### src/spq_pkg.sv
// shared types, constants and status codes of the sorted priority queue
package spq_pkg;

	localparam int DEPTH_DEF = 16;
	localparam int COST_W    = 32;
	localparam int TAG_W     = 8;
	localparam int STATUS_W  = 2;
	localparam int OCC_W     = 5;

	localparam logic OP_INSERT = 1'b0;
	localparam logic OP_POP    = 1'b1;

	localparam logic [STATUS_W-1:0] ST_OK    = 2'd0;
	localparam logic [STATUS_W-1:0] ST_FULL  = 2'd1;
	localparam logic [STATUS_W-1:0] ST_EMPTY = 2'd2;

	typedef struct packed {
		logic              operation;
		logic [COST_W-1:0] cost;
		logic [TAG_W-1:0]  period;
		logic [TAG_W-1:0]  plant;
	} item_t;

	typedef struct packed {
		logic [COST_W-1:0]   head_cost;
		logic [TAG_W-1:0]    head_period;
		logic [TAG_W-1:0]    head_plant;
		logic [STATUS_W-1:0] status;
		logic [OCC_W-1:0]    occupancy;
	} result_t;

	typedef struct packed {
		logic [COST_W-1:0] cost;
		logic [TAG_W-1:0]  period;
		logic [TAG_W-1:0]  plant;
	} entry_t;

	typedef struct packed {
		logic   ins;
		logic   pop;
		entry_t fresh;
	} cell_ctrl_t;

endpackage

### src/spq_cell.sv
// one slot of the sorted chain: compares against the new key and shifts with its neighbors
module spq_cell #(
	parameter int CNT_W = 5,
	parameter int INDEX = 0
) (
	input  logic                  clk,
	input  spq_pkg::cell_ctrl_t   ctrl,
	input  logic [CNT_W-1:0]      count,
	input  logic                  left_gt,
	input  spq_pkg::entry_t       left_entry,
	input  spq_pkg::entry_t       right_entry,
	output logic                  gt,
	output spq_pkg::entry_t       entry
);

	spq_pkg::entry_t entry_q;
	logic            occupied;

	assign occupied = CNT_W'(INDEX) < count;
	assign gt       = occupied && (entry_q.cost > ctrl.fresh.cost);
	assign entry    = entry_q;

	always_ff @(posedge clk) begin
		if (ctrl.ins) begin
			priority if (gt) begin
				entry_q <= entry_q;
			end else if (left_gt) begin
				entry_q <= ctrl.fresh;
			end else begin
				entry_q <= left_entry;
			end
		end else if (ctrl.pop) begin
			entry_q <= right_entry;
		end
	end

endmodule

### src/sorted_priority_queue_core.sv
// top level of the sorted priority queue: cell chain, entry count and result register
//
// Takes one insert or pop beat in every cycle (busy stays low) and answers each beat with
// exactly one result, shown for a single cycle with done high, in the cycle after the beat.
// The receiver cannot stall, so the result must be captured in that cycle. Every slot of
// the chain compares its key with the new key in parallel and shifts with its neighbors,
// so the rate is set by one compare and one select per cell, independent of DEPTH.
// Entries are kept in descending order of cost; equal costs put the newest first.
// Occupancy shows the low five bits of the entry count.
module sorted_priority_queue_core #(
	parameter int DEPTH = spq_pkg::DEPTH_DEF
) (
	input  logic             clk,
	input  logic             arst_n,
	input  logic             start,
	output logic             busy,
	input  spq_pkg::item_t   item,
	output logic             done,
	output spq_pkg::result_t result
);

	localparam int CNT_W = $clog2(DEPTH + 1);

	logic [CNT_W-1:0]    count_q;
	logic                done_q;
	spq_pkg::result_t    result_q;
	spq_pkg::cell_ctrl_t ctrl;
	spq_pkg::entry_t     entries [DEPTH];
	logic                gts     [DEPTH];
	logic                accept;
	logic                full;
	logic                empty;

	assign busy   = 1'b0;
	assign accept = start && !busy;
	assign full   = count_q == CNT_W'(DEPTH);
	assign empty  = count_q == '0;

	assign ctrl.ins   = accept && (item.operation == spq_pkg::OP_INSERT) && !full;
	assign ctrl.pop   = accept && (item.operation == spq_pkg::OP_POP) && !empty;
	assign ctrl.fresh = '{cost: item.cost, period: item.period, plant: item.plant};

	for (genvar i = 0; i < DEPTH; i++) begin : g_cell
		spq_pkg::entry_t l_entry;
		spq_pkg::entry_t r_entry;
		logic            l_gt;

		if (i == 0) begin : g_first
			assign l_entry = ctrl.fresh;
			assign l_gt    = 1'b1;
		end else begin : g_mid
			assign l_entry = entries[i-1];
			assign l_gt    = gts[i-1];
		end

		if (i == DEPTH - 1) begin : g_last
			assign r_entry = '0;
		end else begin : g_inner
			assign r_entry = entries[i+1];
		end

		spq_cell #(
			.CNT_W(CNT_W),
			.INDEX(i)
		) u_cell (
			.clk        (clk),
			.ctrl       (ctrl),
			.count      (count_q),
			.left_gt    (l_gt),
			.left_entry (l_entry),
			.right_entry(r_entry),
			.gt         (gts[i]),
			.entry      (entries[i])
		);
	end

	always_ff @(posedge clk or negedge arst_n) begin
		if (!arst_n) begin
			count_q <= '0;
			done_q  <= 1'b0;
		end else begin
			done_q <= accept;
			if (ctrl.ins) begin
				count_q <= count_q + CNT_W'(1);
			end else if (ctrl.pop) begin
				count_q <= count_q - CNT_W'(1);
			end
		end
	end

	always_ff @(posedge clk) begin
		if (accept) begin
			priority if (ctrl.ins) begin
				result_q.head_cost   <= '0;
				result_q.head_period <= '0;
				result_q.head_plant  <= '0;
				result_q.status      <= spq_pkg::ST_OK;
				result_q.occupancy   <= spq_pkg::OCC_W'(count_q + CNT_W'(1));
			end else if (ctrl.pop) begin
				result_q.head_cost   <= entries[0].cost;
				result_q.head_period <= entries[0].period;
				result_q.head_plant  <= entries[0].plant;
				result_q.status      <= spq_pkg::ST_OK;
				result_q.occupancy   <= spq_pkg::OCC_W'(count_q - CNT_W'(1));
			end else if (item.operation == spq_pkg::OP_INSERT) begin
				result_q.head_cost   <= '0;
				result_q.head_period <= '0;
				result_q.head_plant  <= '0;
				result_q.status      <= spq_pkg::ST_FULL;
				result_q.occupancy   <= spq_pkg::OCC_W'(count_q);
			end else begin
				result_q.head_cost   <= '0;
				result_q.head_period <= '0;
				result_q.head_plant  <= '0;
				result_q.status      <= spq_pkg::ST_EMPTY;
				result_q.occupancy   <= '0;
			end
		end
	end

	assign done   = done_q;
	assign result = result_q;

endmodule
### config.mk
export PLATFORM = sky130hd
export DESIGN_NAME = sorted_priority_queue_core
export DESIGN_NICKNAME = d
export VERILOG_FILES = /design/src/spq_pkg.sv /design/src/spq_cell.sv /design/src/sorted_priority_queue_core.sv
export SDC_FILE = /design/constraint.sdc
export NUM_CORES = 2
export LEC_CHECK = 0
export BUFFER_PORTS_ARGS = -buffer_cell sky130_fd_sc_hd__clkbuf_2
export CORE_ASPECT_RATIO = 0.6
export CORE_MARGIN = 2
export CORE_UTILIZATION = 50
export DETAILED_ROUTE_END_ITERATION = 6
export PLACE_DENSITY = 0.69
export SLEW_MARGIN = 20
export SYNTH_ARGS = -nofsm -noshare
export SYNTH_HDL_FRONTEND = slang
export SYNTH_SLANG_ARGS = --single-unit
### constraint.sdc
create_clock -name clk -period 7.6 [get_ports clk]
set_input_delay 1.9 -clock clk [delete_from_list [all_inputs] [get_ports clk]]
set_output_delay 1.9 -clock clk [all_outputs]
set_load 0.05 [all_outputs]
Yosys cells after proc, flatten, opt, wreduce, memory -nomap -nowiden
Index checks and enable logic that the tools add are counted.

storage, ports and cells
  bits in registers = 829
  latch bits = 0
  memory bits (writable) = 0
  ROM bits = 0
  output and inout port bits = 57
  logic and storage cells = 216
  memories kept = 0

operators by class
  $add $sub $neg = 2
  $mul = 0
  divide/modulo/power cells = 0
  magnitude comparators = 32
  equality and inequality tests = 17
  shift-type cells = 0
  muxes and demuxes = 68
  bitwise operators = 1
  reduce and logical (&&, ||, !) cells = 41

operators by type and width
  kind                                                count
  two-way mux 48 bit                                  63
  greater-than comparator 32 bit                      16
  two-way mux 55 bit                                  1
  < comparator 4 x 5 -> 1 bit (first input constant)  8
  inequality test 2 bit (second input constant)       16
  AND reduction 2 bit                                 16
  logical AND 1 bit                                   20
  < comparator 3 x 5 -> 1 bit (first input constant)  4
  two-way mux 5 bit                                   3
  < comparator 1 x 5 -> 1 bit (first input constant)  2
  < comparator 2 x 5 -> 1 bit (first input constant)  2
  two-way mux 7 bit                                   1
  adder 5 x 1 -> 5 bit (second input constant)        1
  == test 5 bit (second input constant)               1
  zero test 5 bit                                     1
  subtractor 5 x 1 -> 5 bit (second input constant)   1
  zero test 1 bit                                     2
  nonzero test 2 bit                                  1
  OR reduction 2 bit                                  1
  inverter 1 bit                                      1

Depth between registers and ports, before layout
  word-level depth = 5
  mapped depth = 12
  mapped depth without buffers = 9

Hierarchy
Synthesis repeated with hierarchy kept, for this count alone.

unflattened totals
  cells, all modules = 5400
  area, all modules = 54800.1 µm²

modules (own cells, without submodules)
  module                             times used  cells an instance  area each (µm²)
  spq_cell at g_cell[10].u_cell ...  2           328                3276.9
  spq_cell at g_cell[8].u_cell ...   2           328                3275.6
  spq_cell at g_cell[14].u_cell ...  2           327                3273.1
  spq_cell at g_cell[4].u_cell       1           327                3288.2
  spq_cell at g_cell[11].u_cell      1           325                3278.1
  spq_cell at g_cell[7].u_cell       1           325                3276.9
  spq_cell at g_cell[5].u_cell       1           327                3271.9
  spq_cell at g_cell[13].u_cell      1           327                3270.6
  spq_cell at g_cell[0].u_cell       1           329                3260.6
  spq_cell at g_cell[2].u_cell       1           328                3258.1
  spq_cell at g_cell[1].u_cell       1           326                3251.9
  spq_cell at g_cell[3].u_cell       1           325                3251.9
  spq_cell at g_cell[15].u_cell      1           325                3246.9
  sorted_priority_queue_core         1           170                2493.6

Worst setup path after synthesis
Ideal clock, no wire load.

  kind = in2reg
  start = in item[33] in the netlist's numbering
  end = reg g_cell[15].u_cell.entry_q (netlist bit g_cell[15].u_cell.entry[0]), enable pin
  data arrival time = 6.842 ns
  setup slack = 0.233 ns
  stages = 9
  cells stage by stage = inv_1 -> ha_1 -> a21o_1 -> a21o_1 -> a21oi_1 -> nor2b_1 -> o21ai_0 -> o21ai_0 -> o31ai_1

on the way
  cells in the longest elaborated chain, start to end = 4

ends and longest elaborated chain
  element                                 RTL line                          RTL
  start: declaration                      sorted_priority_queue_core.sv:17  input spq_pkg::item_t item,
  greater-than comparator 32 bit          spq_cell.sv:20                    assign gt = occupied && (entry_q.cost > ctrl.fresh.cost);
  logical AND 1 bit                       spq_cell.sv:20
  inequality test 2 bit (no source line)  --
  AND reduction 2 bit (no source line)    --
  end signal: assignment                  spq_cell.sv:26                    entry_q <= entry_q;
  end signal: assignment                  spq_cell.sv:28                    entry_q <= ctrl.fresh;
  end signal: assignment                  spq_cell.sv:30                    entry_q <= left_entry;
  end: declaration                        spq_cell.sv:16                    spq_pkg::entry_t entry_q;

No other way between the ends.
A chain may end at the register's enable or synchronous reset.

Final worst setup path
  start = in item[44] in the netlist's numbering
  end = reg g_cell[12].u_cell.entry_q (netlist bit g_cell[12].u_cell.entry[3]), enable pin

on the way
  cells in the longest elaborated chain, start to end = 4

ends and longest elaborated chain
  element                                 RTL line
  greater-than comparator 32 bit          spq_cell.sv:20
  logical AND 1 bit                       spq_cell.sv:20
  inequality test 2 bit (no source line)  --
  AND reduction 2 bit (no source line)    --
  end signal: assignment                  spq_cell.sv:26
  end signal: assignment                  spq_cell.sv:28
  end signal: assignment                  spq_cell.sv:30
  end: declaration                        spq_cell.sv:16

No other way between the ends.

==> flow_summary.ini <==
[outcome]
run_status = completed

[worst_setup_path]
critPathRequiredTime_ns = 7.89
worst_setup_path_start_kind = primary input
path_class = in2reg
crit_slowest_cell = sky130_fd_sc_hd__inv_1
worstPathCellList = clkbuf_2, inv_1, ha_1, nand4_1, or4_1, o31a_1, o31ai_1, o31a_2, nand2_2, nand2_2, buf_4
arrival_time_at_the_worst_endpoint_ns = 5.89
crit_buf_inv = 3
critical-path-max-stage-delay_ns = 0.72
critPathMostFrequentCell = sky130_fd_sc_hd__nand2_2
cp_top_family = buffers and inverters
worst_setup_path_end_kind = flop
critical_path.max_fanout = 40

[place]
detailedPlace.worstSlack_ns = 1.32
gpl.final_weighted_congestion = 0.950
place_area_um2 = 52200
place.port_buffers = 107
detailed_place_hpwl_um = 112000

[sta]
worst-slew-pin-transition_ns = 1.14
setup_total_negative_slack_ns = 0
period_minus_slack_ns = 5.60
maxSlewViolCount = 0
skew_ns = 0.0364
max_clock_freq_mhz = 179
final-hold-violation-count = 0
finalWorstSetupSlack_ns = 2.00
timing.final.crit_share = 0.736
grt_setup_unrepaired = no
setup_viol_count_final = 0
relSlewSlack = 0.239

[global_routing]
antenna_found_initial = 1
grt_pass1_vias = 38110
largest_net_degree_at_the_start_of_global_routing = 206
global_route.usage.total = 0.295
global_route_wire_length_before_repair_um = 240000
grt_overflow_total = 0

[cts]
clk_latency_ns = 0.69
tritoncts = done
cts_inserted_buffers = 85
cts.hold.buffers_added = 0
cts_clk_pin_slew_worst_paths_ns = 0.06
cts_setup_buffers = 0
cts_max_path_buffers = 3
clkSinkCount = 829
clock-root-buffer = sky130_fd_sc_hd__clkbuf_16
cts.htree.levels = 3
post_cts.resized_instances = 0

[detailed_routing]
number_of_vias_in_the_routed_layout = 42284
vias_per_cell = 6.78
dr.pass1.iters = 6
ant_nets = 0
route.final.wire_length_um = 158000
routed_wire_length_per_instance_um = 25.3
drt_iter0_markers = 6910
drc = 0

[logic_synthesis]
yosys-top-cells-area = sky130_fd_sc_hd__edfxtp_1 49%, sky130_fd_sc_hd__ha_1 13%, sky130_fd_sc_hd__o211ai_1 9.9%
postSynthCellCount = 4932
syn_avg_cell_area_um2 = 10.3
synth-edff-count = 823
yosys_warning_count = 0
synthArstFlopShare = 0.00724
share_of_the_yosys_chip_area_belonging_to_registers = 0.490
yosys_register_bits = 829
mappedNetlistArea_um2 = 50800
synth.lib_cells_used.distinct = 63
synth.largest_area_cell = sky130_fd_sc_hd__edfxtp_1
synthFlopType = sky130_fd_sc_hd__edfxtp_1
synth_top_area_frac = 0.487
synth_nets = 5499

[power_and_ir_drop]
p_leak_nw = 20.9
power_per_cell_area_nw_per_um2 = 311
max-vdd-ir-drop_mv = 0.197

[layout]
final_net_count = 5395
drive_gt1_frac = 0.0735
final_cell_area_um2 = 54900
flow.area_growth_from_synthesis_pct = 8.22

[job]
drv.max_cap_violation_count = 0

[worst_hold_path]
worst_hold_path_type = reg2reg

[floorplan]
floorplan.die_area_um2 = 104000
die_w_um = 415
starting_density_of_the_core = 0.505
core.rowCount = 90
die_height_um = 251
ios = 109
fp.coreArea_um2 = 101000
==> synth_stat cells, drive strengths merged (4+ instances only) <==
cell and instances:
o211ai 677, inv 51, clkbuf 228, edfxtp 823, and4 4, nor4 22, o21ai 42, o31ai 5
or3 5, a31oi 16, nor2b 21, nand4 120, a21o 61, or4 9, mux2i 49, a211oi 30
ha 515, o221ai 14, nand3 757, a221o 11, nor2 32, a2111oi 11, dfrtp 6, and2 47
or4b 12, nand2 939, buf 150, o31a 13, nor3 20, a21oi 210
==> cells by family (layout without fill, tap and decap cells) <==
kind of cell,after synthesis,after routing,share of synthesized area
fa+ha+maj,515,515,0.127
other cells,1,2,0.0000739
mux,49,49,0.00966
xor+xnor,2,2,0.000345
simple gates,1998,1998,0.181
compound gates,1109,1109,0.155
flops,829,829,0.490
buf+inv,429,394,0.0374
==> placed cells by master (no fill, tap or decap), drive strengths merged, types with 21 or more instances in the layout <==
cell | netlist | routed
edfxtp | 823 | 823
clkinv | 0 | 42
o21ai | 42 | 42
nand4 | 120 | 120
nor2b | 21 | 21
o211ai | 677 | 677
mux2i | 49 | 49
a21o | 61 | 61
nor4 | 22 | 22
buf | 150 | 81
and2 | 47 | 47
nand3 | 757 | 757
a21oi | 210 | 210
inv | 51 | 52
nand2 | 939 | 939
ha | 515 | 515
a211oi | 30 | 30
nor2 | 32 | 32
clkbuf | 228 | 208
==> per-layer routing <==
layer,up-vias,track usage,wire [um]
met5,-,0,0
met4,0,0.0510,2380
met3,177,0.0749,23100
met2,2845,0.362,58000
met1,20365,0.504,74500
li1,18897,-,-
==> worst reg2reg max path: cells and delay by family, from the launching register on <==
| kind | cells | cell delay [ns] |
|---|---|---|
| simple gates | 4 | 2.91 |
| flops | 1 | 0.73 |
| buf+inv | 1 | 0.49 |
==> metrics by stage <==
| step | util | total power (W) | hold slack, ns | cells |
|---|---|---|---|---|
| finish | 0.546 | 0.0171 | 0.532 | 6232 |
| global route | 0.546 | 0.0179 | 0.561 | 6231 |
| CTS | 0.546 | 0.0169 | 0.538 | 6231 |
| detailed placement | 0.519 | 0.0127 | 0.529 | 6075 |
| global placement | 0.519 | 0.0125 | 0.517 | 6075 |
| floorplan | - | 0.0111 | 0.514 | 4932 |
==> sequential cells by signal, summed over array words and instances, names as in the netlist <==
register,cells
count_q,5
g_cell.u_cell.entry,768
result,55
done,1
==> worst paths after layout <==
kind / start / to / slack [ns] / cells past startpoint
setup reg to reg: count_q[4]$_DFFE_PN0P_ / g_cell[10].u_cell.entry[13]$_DFFE_PP_ / 3.23 / 5
max in group asynchronous: arst_n / count_q[1]$_DFFE_PN0P_ / 6.37 / 1
setup / recovery: item[44] / g_cell[12].u_cell.entry[3]$_DFFE_PP_ / 2.00 / 11
min in group asynchronous: arst_n / count_q[3]$_DFFE_PN0P_ / 1.03 / 1
hold / removal: g_cell[15].u_cell.entry[5]$_SDFFCE_PN0P_ / g_cell[14].u_cell.entry[5]$_DFFE_PP_ / 0.53 / 2
hold reg to reg: g_cell[15].u_cell.entry[5]$_SDFFCE_PN0P_ / g_cell[14].u_cell.entry[5]$_DFFE_PP_ / 0.53 / 2
==> cell type report <==
| cell class | instances | area [um2] |
|---|---|---|
| diodes | 1 | 2.50 |
| clock buffers | 102 | 2280 |
| clock inverters | 54 | 435 |
| fillers | 8672 | 45600 |
| inverters | 51 | 191 |
| multi-input cells | 3674 | 24300 |
| flip-flops and latches | 829 | 24900 |
| well taps | 1334 | 1670 |
| repair buffers | 187 | 1240 |
==> power by group <==
group | switching, W | total (W) | internal [W] | leakage, nW
Sequential | 0.00103 | 0.00760 | 0.00657 | 8.12
Clock | 0.00192 | 0.00426 | 0.00234 | 1.33
Combinational | 0.00356 | 0.00522 | 0.00166 | 11.4
Total | 0.00651 | 0.0171 | 0.0106 | 20.9
No activity file was read; power rests on OpenSTA's default activity.
